<file path="config.mk">
export PLATFORM = sky130hd
export DESIGN_NAME = biquad_highpass_df2_unit_flat
export DESIGN_NICKNAME = d
export VERILOG_FILES = /design/src/hdl/bq_pkg.sv /design/src/hdl/bq_ifs.sv /design/src/hdl/bq_csr.sv /design/src/hdl/bq_smac.sv /design/src/hdl/biquad_highpass_df2_unit.sv /design/src/flat_wrapper.sv
export SDC_FILE = /design/constraint.sdc
export NUM_CORES = 1
export LEC_CHECK = 0
export BUFFER_PORTS_ARGS = -buffer_cell sky130_fd_sc_hd__buf_2
export CORE_MARGIN = 8
export CORE_UTILIZATION = 52
export CTS_BUF_LIST = sky130_fd_sc_hd__clkbuf_4 sky130_fd_sc_hd__clkbuf_8 sky130_fd_sc_hd__clkbuf_16
export DETAILED_ROUTE_END_ITERATION = 8
export PLACE_DENSITY = 0.67
export SETUP_SLACK_MARGIN = 0.2
export SYNTH_ARGS = -nofsm -noshare
export SYNTH_HDL_FRONTEND = slang
export SYNTH_HIERARCHICAL = 1
export SYNTH_SLANG_ARGS = --single-unit
</file>
<file path="constraint.sdc">
create_clock -name clock -period 8.5 [get_ports clock]
set_clock_uncertainty 0.1 [all_clocks]
set_input_delay 1.275 -clock clock [delete_from_list [all_inputs] [get_ports clock]]
set_output_delay 1.275 -clock clock [all_outputs]
set_load 0.02 [all_outputs]
</file>
<file path="src/hdl/bq_pkg.sv">
// ----------------------------------------------------------------------------
// bq_pkg: shared types and constants for the biquad highpass unit
// Field widths, register indexes and the control bundle of the serial
// shift-add multiplier.
// ----------------------------------------------------------------------------
package bq_pkg;

   // field widths
   localparam int SAMPLE_W   = 16;
   localparam int COEF_W     = 18;
   localparam int GAIN_W     = 20;
   localparam int CSR_IDX_W  = 4;
   localparam int CSR_DATA_W = 32;

   // serial multiplier widths
   localparam int DIGIT_SR_W = 20;   // coefficient shift register, left aligned
   localparam int OP_W       = 40;   // multiplicand width
   localparam int ACC_W      = 60;   // accumulator width

   // register indexes
   localparam logic [CSR_IDX_W-1:0] REG_COEF_A1  = CSR_IDX_W'(0);
   localparam logic [CSR_IDX_W-1:0] REG_COEF_A2  = CSR_IDX_W'(1);
   localparam logic [CSR_IDX_W-1:0] REG_COEF_B0  = CSR_IDX_W'(2);
   localparam logic [CSR_IDX_W-1:0] REG_OUT_GAIN = CSR_IDX_W'(3);

   // configuration bundle
   typedef struct packed {
      logic signed [COEF_W-1:0] coef_a1;
      logic signed [COEF_W-1:0] coef_a2;
      logic signed [COEF_W-1:0] coef_b0;
      logic        [GAIN_W-1:0] out_gain;
   } cfg_type;

   // serial multiplier control
   typedef struct packed {
      logic load;   // load accumulator and coefficient shift registers
      logic step;   // consume one coefficient bit
      logic sub;    // subtract the selected multiplicand on this step
   } smac_ctl_type;

endpackage

</file>
<file path="src/hdl/bq_ifs.sv">
// ----------------------------------------------------------------------------
// bq_ifs: channel interfaces of the biquad highpass unit
// Request and response sample streams and the register write channel.
// ----------------------------------------------------------------------------
interface bq_req_if;
   logic                                valid;
   logic                                ready;
   logic signed [bq_pkg::SAMPLE_W-1:0]  sample_in;

   modport source (output valid, output sample_in, input ready);
   modport sink   (input valid, input sample_in, output ready);
endinterface

interface bq_rsp_if;
   logic                                valid;
   logic                                ready;
   logic signed [bq_pkg::SAMPLE_W-1:0]  sample_out;

   modport source (output valid, output sample_out, input ready);
   modport sink   (input valid, input sample_out, output ready);
endinterface

interface bq_csr_if;
   logic                              valid;
   logic                              ready;
   logic [bq_pkg::CSR_IDX_W-1:0]      index;
   logic [bq_pkg::CSR_DATA_W-1:0]     data;

   modport source (output valid, output index, output data, input ready);
   modport sink   (input valid, input index, input data, output ready);
endinterface

</file>
<file path="src/hdl/bq_csr.sv">
// ----------------------------------------------------------------------------
// bq_csr: coefficient and gain registers
// Takes register writes; unknown indexes are dropped, excess bits ignored.
// ----------------------------------------------------------------------------
module bq_csr (
   input  logic            clock,
   input  logic            reset,
   bq_csr_if.sink          csr_if,
   output bq_pkg::cfg_type cfg
);
   import bq_pkg::*;

   cfg_type cfg_ff;
   cfg_type cfg_in;

   // always ready for a write
   assign csr_if.ready = 1'b1;

   // write decode
   always_comb begin
      cfg_in = cfg_ff;
      if (csr_if.valid) begin
         unique case (csr_if.index)
            REG_COEF_A1:  cfg_in.coef_a1  = csr_if.data[COEF_W-1:0];
            REG_COEF_A2:  cfg_in.coef_a2  = csr_if.data[COEF_W-1:0];
            REG_COEF_B0:  cfg_in.coef_b0  = csr_if.data[COEF_W-1:0];
            REG_OUT_GAIN: cfg_in.out_gain = csr_if.data[GAIN_W-1:0];
            default:      cfg_in          = cfg_ff;
         endcase
      end
   end

   always_ff @(posedge clock) begin
      if (reset) begin
         cfg_ff.coef_a1  <= '0;
         cfg_ff.coef_a2  <= '0;
         cfg_ff.coef_b0  <= COEF_W'(65536);
         cfg_ff.out_gain <= GAIN_W'(65536);
      end else begin
         cfg_ff <= cfg_in;
      end
   end

   assign cfg = cfg_ff;

endmodule

</file>
<file path="src/hdl/bq_smac.sv">
// ----------------------------------------------------------------------------
// bq_smac: bit-serial shift-add multiply-accumulate unit
// Two coefficients shift out msb first, one bit each per cycle with step set;
// the bit pair picks one of three multiplicands or zero; acc = 2*acc +/- addend.
// ----------------------------------------------------------------------------
module bq_smac (
   input  logic                             clock,
   input  bq_pkg::smac_ctl_type             ctl,
   input  logic signed [bq_pkg::ACC_W-1:0]  init,
   input  logic [bq_pkg::DIGIT_SR_W-1:0]    coef_a,
   input  logic [bq_pkg::DIGIT_SR_W-1:0]    coef_b,
   input  logic signed [bq_pkg::OP_W-1:0]   op_a,
   input  logic signed [bq_pkg::OP_W-1:0]   op_b,
   input  logic signed [bq_pkg::OP_W-1:0]   op_ab,
   output logic signed [bq_pkg::ACC_W-1:0]  acc
);
   import bq_pkg::*;

   logic signed [ACC_W-1:0]      acc_ff;
   logic signed [ACC_W-1:0]      acc_in;
   logic [DIGIT_SR_W-1:0]        sr_a_ff;
   logic [DIGIT_SR_W-1:0]        sr_a_in;
   logic [DIGIT_SR_W-1:0]        sr_b_ff;
   logic [DIGIT_SR_W-1:0]        sr_b_in;
   logic signed [ACC_W-1:0]      addend;
   logic signed [ACC_W-1:0]      doubled;

   // multiplicand select by the current bit pair
   always_comb begin
      case ({sr_a_ff[DIGIT_SR_W-1], sr_b_ff[DIGIT_SR_W-1]})
         2'b10:   addend = ACC_W'(op_a);
         2'b01:   addend = ACC_W'(op_b);
         2'b11:   addend = ACC_W'(op_ab);
         default: addend = '0;
      endcase
   end

   // horner step: acc = 2*acc +/- addend
   assign doubled = acc_ff <<< 1;

   always_comb begin
      acc_in  = acc_ff;
      sr_a_in = sr_a_ff;
      sr_b_in = sr_b_ff;
      if (ctl.load) begin
         acc_in  = init;
         sr_a_in = coef_a;
         sr_b_in = coef_b;
      end else if (ctl.step) begin
         acc_in  = ctl.sub ? (doubled - addend) : (doubled + addend);
         sr_a_in = {sr_a_ff[DIGIT_SR_W-2:0], 1'b0};
         sr_b_in = {sr_b_ff[DIGIT_SR_W-2:0], 1'b0};
      end
   end

   always_ff @(posedge clock) begin
      acc_ff  <= acc_in;
      sr_a_ff <= sr_a_in;
      sr_b_ff <= sr_b_in;
   end

   assign acc = acc_ff;

endmodule

</file>
<file path="src/hdl/biquad_highpass_df2_unit.sv">
// ----------------------------------------------------------------------------
// biquad_highpass_df2_unit: direct-form-II biquad highpass, fixed point
// Sequencer, delay line and output register around a bit-serial multiplier.
// ----------------------------------------------------------------------------
// One signed 16-bit sample goes in per request and one filtered sample comes
// out. The shared bit-serial multiplier consumes one coefficient bit per
// cycle in the a1/a2 feedback pass, the b0 pass and the gain pass, each
// followed by a rounding step; a mix step after the first rounding forms
// the feedforward sum, and only the idle state takes the next request. The
// final rounding step writes the result into the output register, and a
// new request is taken while the previous result still waits there; the
// result register is only reloaded once it is free, and the final rounding
// step holds until then. The user writes registers through the csr channel
// only while idle; the block does not enforce it. Index 0 a1, 1 a2, 2 b0
// (signed Q2.16), 3 output gain (unsigned Q4.16). Delay words and the output
// saturate; all roundings are half up.
module biquad_highpass_df2_unit (
   input  logic    clock,
   input  logic    reset,
   bq_req_if.sink  req_if,
   bq_rsp_if.source rsp_if,
   bq_csr_if.sink  csr_if
);
   import bq_pkg::*;

   localparam int Z_W         = 32;
   localparam int W_W         = 35;
   localparam int V_W         = 37;
   localparam int CNT_W       = 5;
   localparam int COEF_STEPS  = COEF_W;
   localparam int GAIN_STEPS  = GAIN_W;

   localparam logic signed [ACC_W-1:0] HALF_16 = ACC_W'(32768);
   localparam logic signed [ACC_W-1:0] HALF_24 = ACC_W'(8388608);
   localparam logic signed [ACC_W-1:0] M_MAX   = ACC_W'(64'sd2147483647);
   localparam logic signed [ACC_W-1:0] M_MIN   = ~M_MAX;
   localparam logic signed [ACC_W-1:0] Y_MAX   = ACC_W'(32767);
   localparam logic signed [ACC_W-1:0] Y_MIN   = ~Y_MAX;

   typedef enum logic [7:0] {
      ST_IDLE   = 8'b0000_0001,
      ST_FEED   = 8'b0000_0010,
      ST_ROUND1 = 8'b0000_0100,
      ST_MIX    = 8'b0000_1000,
      ST_SCALE  = 8'b0001_0000,
      ST_ROUND2 = 8'b0010_0000,
      ST_GAIN   = 8'b0100_0000,
      ST_ROUND3 = 8'b1000_0000
   } state_type;

   state_type                 state_ff, state_in;
   logic [CNT_W-1:0]          cnt_ff, cnt_in;
   logic                      first_ff, first_in;
   logic signed [Z_W-1:0]     z1_ff, z1_in;
   logic signed [Z_W-1:0]     z2_ff, z2_in;
   logic signed [Z_W-1:0]     m_ff, m_in;
   logic signed [W_W-1:0]     w_ff, w_in;
   logic signed [V_W-1:0]     v_ff, v_in;
   logic                      rsp_valid_ff, rsp_valid_in;
   logic signed [SAMPLE_W-1:0] rsp_data_ff, rsp_data_in;

   cfg_type                   cfg;
   smac_ctl_type              ctl;
   logic signed [ACC_W-1:0]   smac_init;
   logic [DIGIT_SR_W-1:0]     smac_coef_a;
   logic [DIGIT_SR_W-1:0]     smac_coef_b;
   logic signed [OP_W-1:0]    smac_op_a;
   logic signed [OP_W-1:0]    smac_op_b;
   logic signed [OP_W-1:0]    smac_op_ab;
   logic signed [ACC_W-1:0]   acc;

   logic                      accept;
   logic                      out_free;
   logic signed [ACC_W-1:0]   sh16;
   logic signed [ACC_W-1:0]   sh24;
   logic signed [W_W-1:0]     w_calc;

   // register file
   bq_csr u_csr (
      .clock  (clock),
      .reset  (reset),
      .csr_if (csr_if),
      .cfg    (cfg)
   );

   // shared serial multiplier
   bq_smac u_smac (
      .clock  (clock),
      .ctl    (ctl),
      .init   (smac_init),
      .coef_a (smac_coef_a),
      .coef_b (smac_coef_b),
      .op_a   (smac_op_a),
      .op_b   (smac_op_b),
      .op_ab  (smac_op_ab),
      .acc    (acc)
   );

   // handshakes
   assign req_if.ready = (state_ff == ST_IDLE);
   assign accept       = req_if.valid && req_if.ready;
   assign out_free     = !rsp_valid_ff || rsp_if.ready;

   // rounding shifts of the accumulator
   assign sh16 = (acc + HALF_16) >>> 16;
   assign sh24 = (acc + HALF_24) >>> 24;

   // feedforward sum m - 2*z1 + z2
   assign w_calc = W_W'(m_ff) - (W_W'(z1_ff) <<< 1) + W_W'(z2_ff);

   // multiplier operands and control
   always_comb begin
      ctl.load    = accept || (state_ff == ST_MIX) || (state_ff == ST_ROUND2);
      ctl.step    = (state_ff == ST_FEED) || (state_ff == ST_SCALE)
                    || (state_ff == ST_GAIN);
      ctl.sub     = 1'b0;
      smac_init   = '0;
      smac_coef_a = '0;
      smac_coef_b = '0;
      smac_op_a   = OP_W'(z1_ff);
      smac_op_b   = OP_W'(z2_ff);
      smac_op_ab  = OP_W'(z1_ff) + OP_W'(z2_ff);
      unique case (state_ff) inside
         ST_IDLE: begin
            // x * 2^24 arrives after 18 doublings
            smac_init   = ACC_W'(req_if.sample_in) <<< 6;
            smac_coef_a = {cfg.coef_a1, {(DIGIT_SR_W-COEF_W){1'b0}}};
            smac_coef_b = {cfg.coef_a2, {(DIGIT_SR_W-COEF_W){1'b0}}};
         end
         ST_FEED: begin
            // feedback is subtracted; the sign bit weight flips it
            ctl.sub = !first_ff;
         end
         ST_MIX: begin
            smac_coef_a = {cfg.coef_b0, {(DIGIT_SR_W-COEF_W){1'b0}}};
         end
         ST_SCALE: begin
            smac_op_a = OP_W'(w_ff);
            ctl.sub   = first_ff;
         end
         ST_ROUND2: begin
            smac_coef_a = cfg.out_gain;
         end
         ST_GAIN: begin
            smac_op_a = OP_W'(v_ff);
         end
         ST_ROUND1, ST_ROUND3: begin
            ctl.sub = 1'b0;
         end
         default: begin
            ctl.sub = 1'b0;
         end
      endcase
   end

   // sequencer and datapath registers
   always_comb begin
      state_in     = state_ff;
      cnt_in       = cnt_ff;
      first_in     = first_ff;
      z1_in        = z1_ff;
      z2_in        = z2_ff;
      m_in         = m_ff;
      w_in         = w_ff;
      v_in         = v_ff;
      rsp_valid_in = rsp_valid_ff && !rsp_if.ready;
      rsp_data_in  = rsp_data_ff;
      if (ctl.step) begin
         first_in = 1'b0;
         cnt_in   = cnt_ff - CNT_W'(1);
      end
      unique case (state_ff)
         ST_IDLE: begin
            if (accept) begin
               state_in = ST_FEED;
               cnt_in   = CNT_W'(COEF_STEPS - 1);
               first_in = 1'b1;
            end
         end
         ST_FEED: begin
            if (cnt_ff == '0) state_in = ST_ROUND1;
         end
         ST_ROUND1: begin
            // saturate the new delay word
            if (sh16 > M_MAX) begin
               m_in = M_MAX[Z_W-1:0];
            end else if (sh16 < M_MIN) begin
               m_in = M_MIN[Z_W-1:0];
            end else begin
               m_in = sh16[Z_W-1:0];
            end
            state_in = ST_MIX;
         end
         ST_MIX: begin
            w_in     = w_calc;
            z2_in    = z1_ff;
            z1_in    = m_ff;
            cnt_in   = CNT_W'(COEF_STEPS - 1);
            first_in = 1'b1;
            state_in = ST_SCALE;
         end
         ST_SCALE: begin
            if (cnt_ff == '0) state_in = ST_ROUND2;
         end
         ST_ROUND2: begin
            v_in     = sh16[V_W-1:0];
            cnt_in   = CNT_W'(GAIN_STEPS - 1);
            first_in = 1'b1;
            state_in = ST_GAIN;
         end
         ST_GAIN: begin
            if (cnt_ff == '0) state_in = ST_ROUND3;
         end
         ST_ROUND3: begin
            // hold until the output register is free
            if (out_free) begin
               rsp_valid_in = 1'b1;
               if (sh24 > Y_MAX) begin
                  rsp_data_in = Y_MAX[SAMPLE_W-1:0];
               end else if (sh24 < Y_MIN) begin
                  rsp_data_in = Y_MIN[SAMPLE_W-1:0];
               end else begin
                  rsp_data_in = sh24[SAMPLE_W-1:0];
               end
               state_in = ST_IDLE;
            end
         end
         default: begin
            state_in = ST_IDLE;
         end
      endcase
   end

   always_ff @(posedge clock) begin
      if (reset) begin
         state_ff     <= ST_IDLE;
         cnt_ff       <= '0;
         first_ff     <= 1'b0;
         z1_ff        <= '0;
         z2_ff        <= '0;
         rsp_valid_ff <= 1'b0;
      end else begin
         state_ff     <= state_in;
         cnt_ff       <= cnt_in;
         first_ff     <= first_in;
         z1_ff        <= z1_in;
         z2_ff        <= z2_in;
         rsp_valid_ff <= rsp_valid_in;
      end
   end

   // payload registers
   always_ff @(posedge clock) begin
      m_ff        <= m_in;
      w_ff        <= w_in;
      v_ff        <= v_in;
      rsp_data_ff <= rsp_data_in;
   end

   assign rsp_if.valid      = rsp_valid_ff;
   assign rsp_if.sample_out = rsp_data_ff;

   // a request starts the feedback pass with a fresh sign step
   a_accept_starts: assert property (@(posedge clock) disable iff (reset)
      accept |=> (state_ff == ST_FEED) && first_ff
                 && (cnt_ff == CNT_W'(COEF_STEPS - 1)))
      else $error("request did not start the feedback pass");

   // a response only appears out of the final rounding step
   a_rsp_source: assert property (@(posedge clock) disable iff (reset)
      $rose(rsp_valid_ff) |-> $past(state_ff) == ST_ROUND3)
      else $error("response raised outside final rounding");

   // the delay line only moves once per sample
   a_delay_shift: assert property (@(posedge clock) disable iff (reset)
      (!$stable(z1_ff) && !$past(reset)) |-> $past(state_ff) == ST_MIX)
      else $error("delay word changed outside the mix step");

   // a stalled response holds the sequencer in the final step
   a_hold_result: assert property (@(posedge clock) disable iff (reset)
      (state_ff == ST_ROUND3 && rsp_valid_ff && !rsp_if.ready)
      |=> state_ff == ST_ROUND3)
      else $error("result written over a pending response");

endmodule

</file>
<file path="src/flat_wrapper.sv">
// flat-port wrapper written by rule: the top's interface ports become plain ports
module biquad_highpass_df2_unit_flat import bq_pkg::*;
  (clock, reset, req_if_valid, req_if_sample_in, req_if_ready, rsp_if_valid, rsp_if_sample_out, rsp_if_ready, csr_if_valid, csr_if_index, csr_if_data, csr_if_ready);
  bq_req_if req_if_i ();
  bq_rsp_if rsp_if_i ();
  bq_csr_if csr_if_i ();
  input  logic clock;
  input  logic reset;
  input wire logic [$bits(req_if_i.valid)-1:0] req_if_valid;
  input wire logic [$bits(req_if_i.sample_in)-1:0] req_if_sample_in;
  output wire logic [$bits(req_if_i.ready)-1:0] req_if_ready;
  output wire logic [$bits(rsp_if_i.valid)-1:0] rsp_if_valid;
  output wire logic [$bits(rsp_if_i.sample_out)-1:0] rsp_if_sample_out;
  input wire logic [$bits(rsp_if_i.ready)-1:0] rsp_if_ready;
  input wire logic [$bits(csr_if_i.valid)-1:0] csr_if_valid;
  input wire logic [$bits(csr_if_i.index)-1:0] csr_if_index;
  input wire logic [$bits(csr_if_i.data)-1:0] csr_if_data;
  output wire logic [$bits(csr_if_i.ready)-1:0] csr_if_ready;
  assign req_if_i.valid = req_if_valid;
  assign req_if_i.sample_in = req_if_sample_in;
  assign req_if_ready = req_if_i.ready;
  assign rsp_if_valid = rsp_if_i.valid;
  assign rsp_if_sample_out = rsp_if_i.sample_out;
  assign rsp_if_i.ready = rsp_if_ready;
  assign csr_if_i.valid = csr_if_valid;
  assign csr_if_i.index = csr_if_index;
  assign csr_if_i.data = csr_if_data;
  assign csr_if_ready = csr_if_i.ready;
  biquad_highpass_df2_unit u_core (.clock(clock), .reset(reset), .req_if(req_if_i), .rsp_if(rsp_if_i), .csr_if(csr_if_i));
endmodule
</file>
==> results of run 1 <==
[cell usage after synthesis, types with 18 or more instances]
cell type and n:
nand2_1 385, inv_1 321, a21oi_1 293, edfxtp_1 220
nor2_1 208, ha_1 207, dfxtp_1 153, clkbuf_1 142
xnor2_1 129, o21ai_0 126, nand2b_1 115, mux2_2 86
mux2i_1 81, nand3_1 76, a22oi_1 71, xor2_1 62
o21ai_1 58, nor3_1 54, and2_1 47, nand4_1 45
o21bai_1 43, nor2b_1 37, a211oi_1 35, fa_1 35
nor4_1 35, a21o_1 33, o21ai_2 29, o21a_1 28
buf_2 24, a31oi_1 23, o211ai_1 21, and3_1 20
or3_1 20, a222oi_1 18
[state kept, by name, summed over array words and instances (netlist names)]
| signal | cells |
|---|---|
| u_core/state_ff | 8 |
| u_core/w_ff | 35 |
| u_core/u_smac/acc | 60 |
| u_core/z2_ff | 32 |
| u_core/z1_ff | 32 |
| u_core/u_csr/cfg | 74 |
| u_core/u_smac/sr_b_ff | 20 |
| u_core/v_ff | 37 |
| u_core/m_ff | 32 |
| u_core/rsp_if.sample_out | 16 |
| u_core/rsp_if.valid | 1 |
| u_core/cnt_ff | 5 |
| u_core/u_smac/sr_a_ff | 20 |
| u_core/first_ff | 1 |
[worst min-delay path: stages (launching register included)]
cell      delay (ns)
dfxtp_1         0.30
nand2b_1        0.06
mux2i_1         0.06
[layer usage]
metal	vias up	track usage, %	share of wire (%)
met5	-	0	0
met4	0	9.322	3.4
met3	161	4.007	6.8
met2	980	44.88	47
met1	12700	36.10	43
li1	12430	-	-
[kinds of logic after synthesis]
| kind of cell | share of synthesized area (%) |
|---|---|
| adders and majority gates | 10.96 |
| and+or+nand+nor | 18.33 |
| DFF | 32.19 |
| muxes | 5.974 |
| xor gates and xnor gates | 5.570 |
| buffers and inverters | 6.828 |
| AOI/OAI and AO/OA | 20.12 |
| other | 0.02501 |
[power breakdown]
group          internal [W]  switching (W)
Combinational      0.000532       0.000991
Sequential          0.00209       0.000181
Clock               0.00122       0.000838
Total               0.00385        0.00201
[stage by stage]
step	instance area, um2	setup slack (ns)	hold WS [ns]
after CTS	32410	1.379	0.3737
after floorplan	30060	2.273	0.3441
after detailed placement	30830	1.436	0.3569
final	32410	1.269	0.3713
after global placement	30830	1.435	0.3549
after global routing	32410	1.013	0.3916
[worst min-delay path by stage]
stage                                      startpoint  slack, ns  cells after the start                           endpoint
finish              u_core/u_csr/cfg[50]$_SDFFE_PP0P_       0.37                      2  u_core/u_csr/cfg[50]$_SDFFE_PP0P_
global route        u_core/u_csr/cfg[50]$_SDFFE_PP0P_       0.39                      2  u_core/u_csr/cfg[50]$_SDFFE_PP0P_
CTS                 u_core/u_csr/cfg[50]$_SDFFE_PP0P_       0.37                      2  u_core/u_csr/cfg[50]$_SDFFE_PP0P_
detailed placement  u_core/u_csr/cfg[50]$_SDFFE_PP0P_       0.36                      2  u_core/u_csr/cfg[50]$_SDFFE_PP0P_
global placement    u_core/u_csr/cfg[53]$_SDFFE_PP0P_       0.35                      2  u_core/u_csr/cfg[53]$_SDFFE_PP0P_
floorplan           u_core/u_csr/cfg[47]$_SDFFE_PP0P_       0.34                      2  u_core/u_csr/cfg[47]$_SDFFE_PP0P_
[final cells by class]
class / instances / share of cell area, %
tap: 765 / 2.953
multi-input combinational: 2646 / 56.72
clock inverter: 19 / 0.9111
sequential: 373 / 29.83
timing repair buffer: 98 / 1.838
inverter: 325 / 3.779
clock buffer: 63 / 3.969
==> impl_results.md, run 1 <==
* Maximum buffer depth of the clock tree at 3
* Period utilization at 85.07%
* Synth warn at 6
* Relative slew slack at 27.40%
* CORE AREA at 57,370 um2
* Initial drt markers at 2,542
* Initial antenna violation count at 0
* Overall routing resource usage at between 20% and 30%
* DRT Pass-1 Iters at 6
* Die W at 256.3 um
* Share of layout cells above drive strength 1 at 10.13%
* Non-Filler Instances at around 4,300
* Synth top area share at 22.00%
* Primary FF master, synth: edfxtp_1
* Util after Layout at 56.50%
* Global placer's final weighted congestion at 0.9749
* R2r setup slk at 1.27 ns
* Syn_area_per_cell at approximately 8.5 um2
* Area growth syn-to-layout at 7.911%
* Sequential share of the synthesized area at 32.19%
* Stages on the worst setup path at 20
* RSZ-0062 raised after global routing: no
* Drt total wl at 93.25 mm
* Initial Util at 52.36%
* Filler cell count at 5,225
* Vias in the first global route at 25,550
* Mapped Area at 30,030 um2
* Power per Cell Area at 180.7 nW/um2
* Storage cell area at 9669 um2
* Setup Fix Bufs, Post-CTS at 0
* Fin. Hold Viols at 0
* Via count at 26,260
* Unique masters post-synth at 109
* Total CTS buffers at between 40 and 50
* VDD IR-drop max at 0.0001715 V
* Number of routed nets with antenna violations at 0
* Post-synth EDFFs at 220
* Clk slew on worst S/H paths at 0.06 ns
* Largest net degree at the start of global routing at 118
* Reg2Reg Capture Point: u_core/u_smac/acc[47]$_DFFE_PP_
* Fin Setup TNS at 0 ns
* Yosys top cell by area: edfxtp_1
* First-pass GRT wire length at 145.3 mm
* Ports at 76
* Synth Register Bits at 373
* Fin crit period at 7.231 ns
* Die area at between 60,000 and 70,000 um2
* Sink Count at around 370
* CP peak stage delay at 0.72 ns
* R2R depth at 20
* Slowest-stage cell, CP: o31ai_1
* R2r startpoint: u_core/z1_ff[1]$_SDFFE_PP0P_
* CTS tree: built
* Worst hold path type: register to register
* Required @ worst endpoint at 8.72 ns
* Max Freq at 138.3 MHz
* Commonest non-fill, non-tap cells in the layout: nand2_1 (385), inv_1 (318), a21oi_1 (293)
* Outcome: completed
* Multi-input gate area at 18,380 um2
* Inst Count DP at roughly 4,200
* Setup Crit Path Kind: register to register
* Drc violations at 0
* CP max FO at 12
* CP top delay family: compound AO/OA/AOI/OAI gates
* Clk_lat worst skew at roughly 0.62 ns
* Asr flop ratio synth at 0%
* GRT Residual Overflow at 0
* Max-cap violations at 0
* Commonest non-fill, non-tap cell in the layout: nand2_1
* Synthesized instance count at 3,533
* CP arrival at 7.45 ns
* CP endpoint: u_core/u_smac/acc[47]$_DFFE_PP_
* IO Port Bufs at 62
* # diodes at 0
* Via density at 6.124
* Resized cells post-CTS at 0
* Crit path top cell by count: a31oi_1
* Final net count at 3,787
* Crit path cell chain: ha_1, a21o_1, and4_1, o21ai_0, a31oi_1, a41oi_1, xnor2_1, mux2_2, a22oi_1, ha_1, or4_1, nor3_1, o211ai_1, a31oi_1, a2111oi_2, o31ai_1, a41oi_1, a31oi_1, xnor2_1, o21ai_1
* Hpwl dp at 66.59 mm
* CTS root buf: clkbuf_16
* CTS Hold Bufs at 0
* Tot Pwr at 0.005857 W
* Die height at 256.3 um
* Final Max Slew Viols at 0
* CP Launch Type: register
* Htree depth at 2
* Worst Setup End Kind: register
* Crit path buf inv count at 0
* Synth top area cells: edfxtp_1 (22%), dfxtp_1 (10%), ha_1 (8.6%)
* Crit. Startpoint: u_core/z1_ff[1]$_SDFFE_PP0P_
* Avg WL per Cell at 21.74 um
* # rows at just under 90
* Worst Max-Slew Pin Slew at 1.086 ns
* LEAKAGE at approximately 13 nW
* Final setup vio count at 0
Power figures use the tool's default switching activity.
==> inputs of run 2 (changes only) <==
clock period = 6.9 ns   (was 8.5 ns; I/O delays follow)
==> impl_results.md, run 2 (synthesis gave the netlist of run 1 again) <==
* Largest net degree at the start of global routing at 93 (-21%)
* RSZ-0062 raised after global routing: yes
* LEAKAGE at 13.65 nW (+2.9%)
* Final net count at 3,865 (+2.1%)
* Initial antenna violation count at 1 (+1)
* NetSw at 0.002513 W (+25%)
* Worst Setup End Kind: register
* Final setup vio count at 0 (unchanged)
* Overall routing resource usage at 27.58% (+0.42 points)
* CP max FO at 3 (-9)
* GRT Residual Overflow at 0 (unchanged)
* Number of routed nets with antenna violations at 0 (unchanged)
* Clk_lat worst skew at 0.60 ns (-0.02 ns)
* CORE AREA at 57,370 um2 (unchanged)
* Fin Setup TNS at 0 ns (unchanged)
* Logic pwr share at 26.9% (+0.9 points)
* CP arrival at 6.71 ns (-0.74 ns)
* Clk pwr share at 34.8% (-0.4 points)
* Seq pwr share at 38.3% (-0.5 points)
* Max-cap violations at 0 (unchanged)
* Filler cell count at 5,091 (-2.6%)
* Hpwl dp at 68.69 mm (+3.1%)
* CTS root buf: clkbuf_16
* Fin. Hold Viols at 0 (unchanged)
* Max FFs per register at 74 (unchanged)
* Initial Util at 52.36% (unchanged)
* Max Freq at 153.6 MHz (+11%)
* Die area at 65,700 um2 (unchanged)
* # rows at 88 (unchanged)
* Int Pwr at 0.004781 W (+24%)
* Relative slew slack at 31.18% (+3.8 points)
* Clk slew on worst S/H paths at 0.06 ns (about the same)
* Slowest-stage cell, CP: fa_1
* Total CTS buffers at 45 (+2.3%)
* Crit path buf inv count at 4 (+4)
* Initial drt markers at 2,153 (-15%)
* Switch share at 34.45% (+0.14 points)
* CP Launch Type: register
* Share of layout cells above drive strength 1 at 12.69% (+2.6 points)
* CTS tree: built
* Final Cell Area at 33,130 um2 (+2.2%)
* Ports at 76 (unchanged)
* First-pass GRT wire length at 147.2 mm (+1.3%)
* Via density at 6.060 (-1.0%)
* Htree depth at 2 (unchanged)
* Global placer's final weighted congestion at 0.9502 (-2.5%)
* DRT Pass-1 Iters at 5 (-1)
* Required @ worst endpoint at 7.09 ns (-1.63 ns)
* Worst Max-Slew Pin Slew at 1.026 ns (-0.06039 ns)
* Setup Crit Path Kind: register to register
* Commonest non-fill, non-tap cells in the layout: nand2_1 (385), inv_1 (317), a21oi_1 (292)
* Fin crit period at 6.511 ns (-0.7195 ns)
* Util after Layout at 57.76% (+1.3 points)
* Die height at 256.3 um (unchanged)
* Period utilization at 94.36% (+9.3 points)
* IO Port Bufs at 62 (unchanged)
* Vias in the first global route at 26,120 (+2.3%)
* Post-placement cell area at 31,390 um2 (+1.8%)
* Avg WL per Cell at 21.58 um (-0.75%)
* Die W at 256.3 um (unchanged)
* Outcome: completed
* Maximum buffer depth of the clock tree at 3 (unchanged)
* Power per Cell Area at 220.1 nW/um2 (+22%)
* Drt total wl at 94.23 mm (+1.1%)
* VDD IR-drop max at 0.0001745 V (+1.7%)
* CTS Hold Bufs at 0 (unchanged)
* Via count at 26,460 (+0.76%)
* CP peak stage delay at 0.43 ns (-0.29 ns)
* Drc violations at 0 (unchanged)
* # diodes at 0 (unchanged)
* Crit path top cell by count: a21oi_1
* CP top delay family: compound AO/OA/AOI/OAI gates
* Final Max Slew Viols at 0 (unchanged)
* Area growth syn-to-layout at 10.32%
* Commonest non-fill, non-tap cell in the layout: nand2_1
* Sink Count at 373 (unchanged)
* Worst hold path type: register to register
[run 2: cell count changes in the layout (fill, tap and decap cells not counted), moves of 4 or more]
cell       delta
buf_4        +76
clkinv_1      +4
ha_1          -4
dfxtp_2       +4
a2111oi_0     -4
dfxtp_1       -4
clkbuf_4      -5
[run 2: tightest hold or removal path: cells and delay by family (launching register included)]
family | cells | cell delay (ns)
flip-flops | 1 | 0.31
multiplexers | 1 | 0.06
AND/OR/NAND/NOR | 1 | 0.06
[run 2: worst paths after layout]
path	cells after the start	slack, ns	from	endpoint
worst min-delay path	2	0.37	u_core/u_csr/cfg[19]$_SDFFE_PP0P_	u_core/u_csr/cfg[19]$_SDFFE_PP0P_
worst max-delay path	28	0.39	u_core/z1_ff[0]$_SDFFE_PP0P_	u_core/u_smac/acc[48]$_DFFE_PP_
worst max register to register	28	0.39	u_core/z1_ff[0]$_SDFFE_PP0P_	u_core/u_smac/acc[48]$_DFFE_PP_
worst min register to register	2	0.37	u_core/u_csr/cfg[19]$_SDFFE_PP0P_	u_core/u_csr/cfg[19]$_SDFFE_PP0P_
[run 2: timing repair]
action | CTS | global route
endpoints found under the hold margin | 0 | 0
pin swaps | 0 | 5
resized for setup | 3 | 31
buffers inserted | 0 | 2
setup endpoints to repair | 4 | 23
[run 2: area by class of cell]
type                       count  area, um2  area share, %
clock buffer                  60       1276          3.852
clock inverter                23      307.8         0.9290
inverter                     325       1229          3.708
multi-input combinational   2646      18500          55.84
sequential                   373       9674          29.20
tap                          765      957.2          2.889
timing repair buffer         175       1186          3.580
[run 2: per-stage QoR]
step	cells	worst slack [ns]	hold slack (ns)	total power [W]
after floorplan	3540	0.6729	0.3441	0.004116
after global placement	4282	0.2469	0.3548	0.004730
after detailed placement	4282	0.1589	0.3638	0.004746
after CTS	4365	0.2612	0.3743	0.007313
after global routing	4367	0.1119	0.3898	0.007604
final	4367	0.3888	0.3747	0.007294
[run 2: layer usage]
layer,up-vias,part of all wire [%],wire length [um],track usage (%)
li1,12570,-,-,-
met1,12800,43,40680,36.14
met2,919,46,43660,45.40
met3,176,6.0,5638,3.467
met4,0,4.5,4255,12.13
met5,-,0,0,0
[run 2: power groups by stage]
stage	logic [W]	clock network, W	registers (W)
2_1_floorplan	0.00140	0	0.00271
3_3_place_gp	0.00190	0	0.00283
3_5_place_dp	0.00191	0	0.00284
4_1_cts	0.00192	0.00260	0.00279
5_1_grt	0.00212	0.00267	0.00281
6_report	0.00196	0.00254	0.00279
